==> config.mk <==
export PLATFORM = sky130hd
export DESIGN_NAME = spa_ctrl
export DESIGN_NICKNAME = d
export VERILOG_FILES = /design/src/rtl/spa_pkg.sv /design/src/rtl/spa_ctrl.sv
export SDC_FILE = /design/constraint.sdc
export NUM_CORES = 1
export LEC_CHECK = 0
export ABC_AREA = 0
export BUFFER_PORTS_ARGS = -buffer_cell sky130_fd_sc_hd__buf_2
export CAP_MARGIN = 20
export CORE_AREA = 8 8 45 47
export DETAILED_ROUTE_END_ITERATION = 10
export DIE_AREA = 0 0 53 55
export PLACE_DENSITY = 0.37
export SYNTH_ARGS = -nofsm -noshare
export SYNTH_HDL_FRONTEND = slang
export SYNTH_SLANG_ARGS = --single-unit
==> constraint.sdc <==
create_clock -name clk -period 1.4 [get_ports clk]
set_input_delay 0.28 -clock clk [delete_from_list [all_inputs] [get_ports clk]]
set_output_delay 0.28 -clock clk [all_outputs]
set_load 0.005 [all_outputs]
==> src/rtl/spa_pkg.sv <==
// ----------------------------------------------------------------------------
// spa_pkg: shared types and constants of the sparse polynomial accumulator
// Item formats, controller states and the command and status groups that
// join the controller to the datapath.
// ----------------------------------------------------------------------------
package spa_pkg;

  localparam int MAX_TERMS_DEF = 64;
  localparam int COEFF_W       = 32;
  localparam int DEG_W         = 10;

  localparam logic signed [COEFF_W-1:0] COEFF_MAX = {1'b0, {(COEFF_W-1){1'b1}}};
  localparam logic signed [COEFF_W-1:0] COEFF_MIN = {1'b1, {(COEFF_W-1){1'b0}}};

  typedef struct packed {
    logic signed [COEFF_W-1:0] coeff_in;
    logic [DEG_W-1:0]          degree_in;
    logic                      negate;
    logic                      final_term;
  } in_item_t;

  typedef struct packed {
    logic signed [COEFF_W-1:0] coeff_out;
    logic [DEG_W-1:0]          degree_out;
    logic                      is_zero_poly;
    logic                      overflowed;
    logic                      end_of_run;
  } out_item_t;

  typedef enum logic [1:0] {
    ST_IDLE,
    ST_SEARCH,
    ST_UPDATE,
    ST_EMIT
  } state_t;

  typedef struct packed {
    logic load;
    logic search;
    logic update;
    logic emit;
  } cmd_t;

  typedef struct packed {
    logic fin;
    logic last;
    logic slot_free;
  } sts_t;

endpackage

==> src/rtl/spa_ctrl.sv <==
// ----------------------------------------------------------------------------
// spa_ctrl: sequencing controller
// Steps each item through load, search and update, then runs the emission
// of the table when the item is final.
// ----------------------------------------------------------------------------
module spa_ctrl (
  input  logic          clk,
  input  logic          rst_n,
  input  logic          in_valid,
  output logic          in_ready,
  input  spa_pkg::sts_t sts,
  output spa_pkg::cmd_t cmd
);

  spa_pkg::state_t state_r, state_nxt;

  always_ff @(posedge clk) begin
    if (!rst_n) begin
      state_r <= spa_pkg::ST_IDLE;
    end else begin
      state_r <= state_nxt;
    end
  end

  always_comb begin
    state_nxt = state_r;
    cmd       = '0;
    in_ready  = 1'b0;
    unique case (state_r)
      spa_pkg::ST_IDLE: begin
        in_ready = 1'b1;
        if (in_valid) begin
          cmd.load  = 1'b1;
          state_nxt = spa_pkg::ST_SEARCH;
        end
      end
      spa_pkg::ST_SEARCH: begin
        cmd.search = 1'b1;
        state_nxt  = spa_pkg::ST_UPDATE;
      end
      spa_pkg::ST_UPDATE: begin
        cmd.update = 1'b1;
        state_nxt  = sts.fin ? spa_pkg::ST_EMIT : spa_pkg::ST_IDLE;
      end
      spa_pkg::ST_EMIT: begin
        if (sts.slot_free) begin
          cmd.emit = 1'b1;
          if (sts.last) state_nxt = spa_pkg::ST_IDLE;
        end
      end
      default: state_nxt = spa_pkg::ST_IDLE;
    endcase
  end

endmodule

==> impl.org <==
** Place
- Port Buffers :: 10
- Area after detailed placement :: 198 um2
- Weighted congestion reported at the end of routability-driven placement :: just under 0.7
- The number of placed instances, taps included, is 41.

** Setup path
- In this run the critical register-to-register path is launched from state_r[1].
- In this run the worst path has a maximum fanout of 7.
- The most critical setup path has its startpoint at state_r[1].
- In this design, the largest share of critical-path delay is due to flip-flops.
- For this run, the slowest stage of the critical path takes around 0.44 ns.
- Kind of end point of the critical path :: primary output
- Flop-to-flop setup slack :: 0.33 ns
- Counting buffers and inverters, the worst setup path is 3 cells deep.
- Crit path cell chain :: nor2_1 > and2_1 > buf_2
- Measured in cells, the most critical reg-to-reg path has a length of 2.
- STA classifies the critical path startpoint as a register.
- The worst setup path is of the reg -> out kind.
- Together, buffers and inverters on the worst path number 1.
- CP Data Arrival Time :: between 1 and 1.5 ns
- Required time at the worst-slack endpoint :: roughly 1.1 ns
- In this run the worst setup path terminates at cmd[3].
- Slowest cell on the critical path :: dfxtp_1
- The worst register-to-register path ends at state_r[0].

** Layout
- In the final layout, the share of cells above drive strength 1 is 0.500.
- Number of fillers in the final layout :: 163
- In the final design database the tool counted 36 nets.
- The finished layout holds 44 standard cells, fillers aside.
- The register with the most flip-flops in the layout has 2 of them.
- Utilization of the core after routing :: 0.159
- Counting flops per register, the top entry is state_r.
- The finished cells cover ~220 um2.
- The number of antenna diodes in the final layout is 0.
- Relative to the synthesized area, the layout overhead comes to 72.5%.
- Registers with the most flip-flops :: state_r (2)

** Global routing
- Number of antenna violations at the first check in global routing :: 0
- Aggregate global-route resource usage :: 0.0344
- Entering global routing, the biggest net connects 8 pins.
- First-pass GRT wire length :: just under 700 um
- After global routing the overflow that remains totals 0.
- The via count of the first global-routing pass is 166.

** Timing
- Worst clock skew :: roughly 0.00045 ns
- Headroom to the max-slew limit came out at 0.841.
- Max Freq :: ~0.77 GHz
- Sum of negative setup slack :: 0 ns
- Subtracting the final worst setup slack from the clock period gives about 1.3 ns.
- Setup repair after global routing missed its margin :: false
- Setup violations remaining at the end of the flow were counted as 0.
- Final Hold Fails :: 0
- The count of final max-slew check failures is 0.
- Fraction of the cycle the final worst path needs :: 0.933
- For the pin with the worst max-slew slack, the measured transition is between 0.2 and 0.25 ns.

** Run status
- Run status :: completed

** Synthesis
- The number of nets in the synthesized netlist is 21.
- Synthesis inferred 2 register bits.
- In this run the cell area of the synthesized design comes to 128 um2.
- Yosys instantiated no cell more often than nor2b_1.
- Of all cell types, the one taking the most synthesized area is dfxtp_1.
- Count of distinct cell types in the synthesized netlist :: 11
- Count of mapped cells out of synthesis :: 15
- Number of enable flip-flop cells after synthesis :: 0
- In this run the mean area of a mapped cell was about 8.5 um2.
- Sequential-to-total area share from yosys stat :: 0.314
- Fraction of synthesis flops using an asynchronous set or reset pin :: 0
- Post-synth top flop :: dfxtp_1
- For this run, the number of Yosys warnings is 0.
- Cell types occupying the most area after synthesis :: dfxtp_1 (31%), nor2b_1 (15%), mux2_4 (12%)
- Yosys top cell area share :: 0.314
- Post-synth top cells :: nor2b_1 (3), and2_1 (2), dfxtp_1 (2)

** Pwr
- Of the total power, the share spent switching nets is 0.230.
- Internal power component :: approximately 0.00018 W
- Static Leakage :: 0.114 nW
- Power Total :: 0.000236 W
- In this run the power spent charging and discharging nets is ~0.000054 W.
- Of the total power, combinational logic draws 0.182.
- Clock network fraction of design power :: 0.523
- Pwr per Cell Area :: 1070 mW/mm2
- Max rail drop VDD :: roughly 0.22 mV
- Sequential Power Share :: 0.295

** Clock network
- The number of setup buffers added after CTS is 0.
- Total clock buffers created by CTS :: 3
- Clock latency on the worst-skew pair :: 0.22 ns
- Max Root-Sink Buffers :: 2
- TritonCTS built the clock tree.
- The tree is rooted in a clkbuf_4.
- Buffers inserted to repair hold after CTS numbered 0.
- In this run the number of H-tree levels came out at 1.
- Resized Gates After CTS :: 0
- Clock transition time at the flip-flop clock pins of the worst setup and hold paths :: around 0.030 ns
- Clk sinks :: 2

** Min path
- The path class of the tightest hold or removal check is in -> reg.

** Detailed routing
- DRC violations left :: 0
- Vias per Instance :: between 3 and 4
- WL per Instance :: approximately 10 um
- For this block, the initial DRC count from the detailed router was 1.
- The detail route stage leaves a number of antenna-violating nets equal to 0.
- Number of optimization iterations in the first detailed-route pass :: 2
- WL final :: 450 um
- Via total after detailed routing :: 150

** Floorplan
- Die H :: approximately 55 um
- For this configuration, the core starts out at a cell density of 0.0922.
- Die W :: roughly 53 um
- The core region is around 0.0014 mm2.
- Top-Level Pins :: 11
- Total number of placement rows :: 14
- Die Outline Area :: between 0.002 and 0.003 mm2

** Job
- Across the run, the number of max-cap violations was 0.
[placed cells by master, fill, tap and decap left out]
cell	instances
nand2_1	1
dfxtp_1	2
nor2_1	1
mux2_4	1
inv_1	1
a32o_1	1
and3_1	1
nor2b_1	3
a21oi_1	1
clkbuf_4	3
buf_2	10
and2_1	2
a311oi_1	1
[worst min path at each step]
stage	start	slack (ns)	end	cells past startpoint
floorplan	sts[0]	0.38	state_r[1]	1
global placement	sts[1]	0.52	state_r[1]	2
detailed placement	sts[1]	0.52	state_r[1]	2
CTS	sts[1]	0.28	state_r[1]	2
global route	sts[1]	0.29	state_r[1]	2
finish	sts[0]	0.29	state_r[1]	2
[area by class of cell]
| type | count | area [um2] | share of cell area |
|---|---|---|---|
| inverter | 1 | 3.75 | 0.0170 |
| timing repair buffer | 10 | 50.0 | 0.227 |
| tap | 16 | 20.0 | 0.0909 |
| clock buffer | 3 | 22.5 | 0.102 |
| multi-input combinational | 12 | 83.8 | 0.381 |
| sequential | 2 | 40.0 | 0.182 |
[cell families (layout without fill, tap and decap cells)]
family / count (synthesis) / after routing / synth area share
compound gates: 3 / 3 / 0.186
buf+inv: 1 / 14 / 0.0294
flops: 2 / 2 / 0.314
mux: 1 / 1 / 0.118
simple gates: 8 / 8 / 0.353
[routing by layer]
| metal | wire length [um] | vias to the layer above | GRT usage | part of all wire |
|---|---|---|---|---|
| met5 | 0 | - | 0 | 0 |
| met4 | 0 | 0 | 0.0388 | 0 |
| met3 | 81 | 0 | 0.0267 | 0.18 |
| met2 | 155 | 9 | 0.0352 | 0.34 |
| met1 | 213 | 59 | 0.0393 | 0.47 |
| li1 | - | 82 | - | - |
[metrics by stage]
stage	hold slack (ns)	setup slack, ns
6_report	0.290	0.0932
5_1_grt	0.294	0.0203
4_1_cts	0.284	0.0957
3_5_place_dp	0.521	0.339
3_3_place_gp	0.519	0.330
2_1_floorplan	0.384	0.405
[power groups by stage]
stage                     Combinational [W]  Clock [W]  Sequential (W)
after CTS                         0.0000442   0.000133       0.0000694
after global placement            0.0000445          0       0.0000700
after floorplan                   0.0000211          0       0.0000680
after global routing              0.0000485   0.000135       0.0000710
after detailed placement          0.0000440          0       0.0000702
final                             0.0000429   0.000123       0.0000696
[worst register-to-register path, cell delays in order (launching register included)]
cell and delay (ns):
dfxtp_1 0.44, mux2_4 0.33, a32o_1 0.20
No activity file was read; power rests on OpenSTA's default activity.
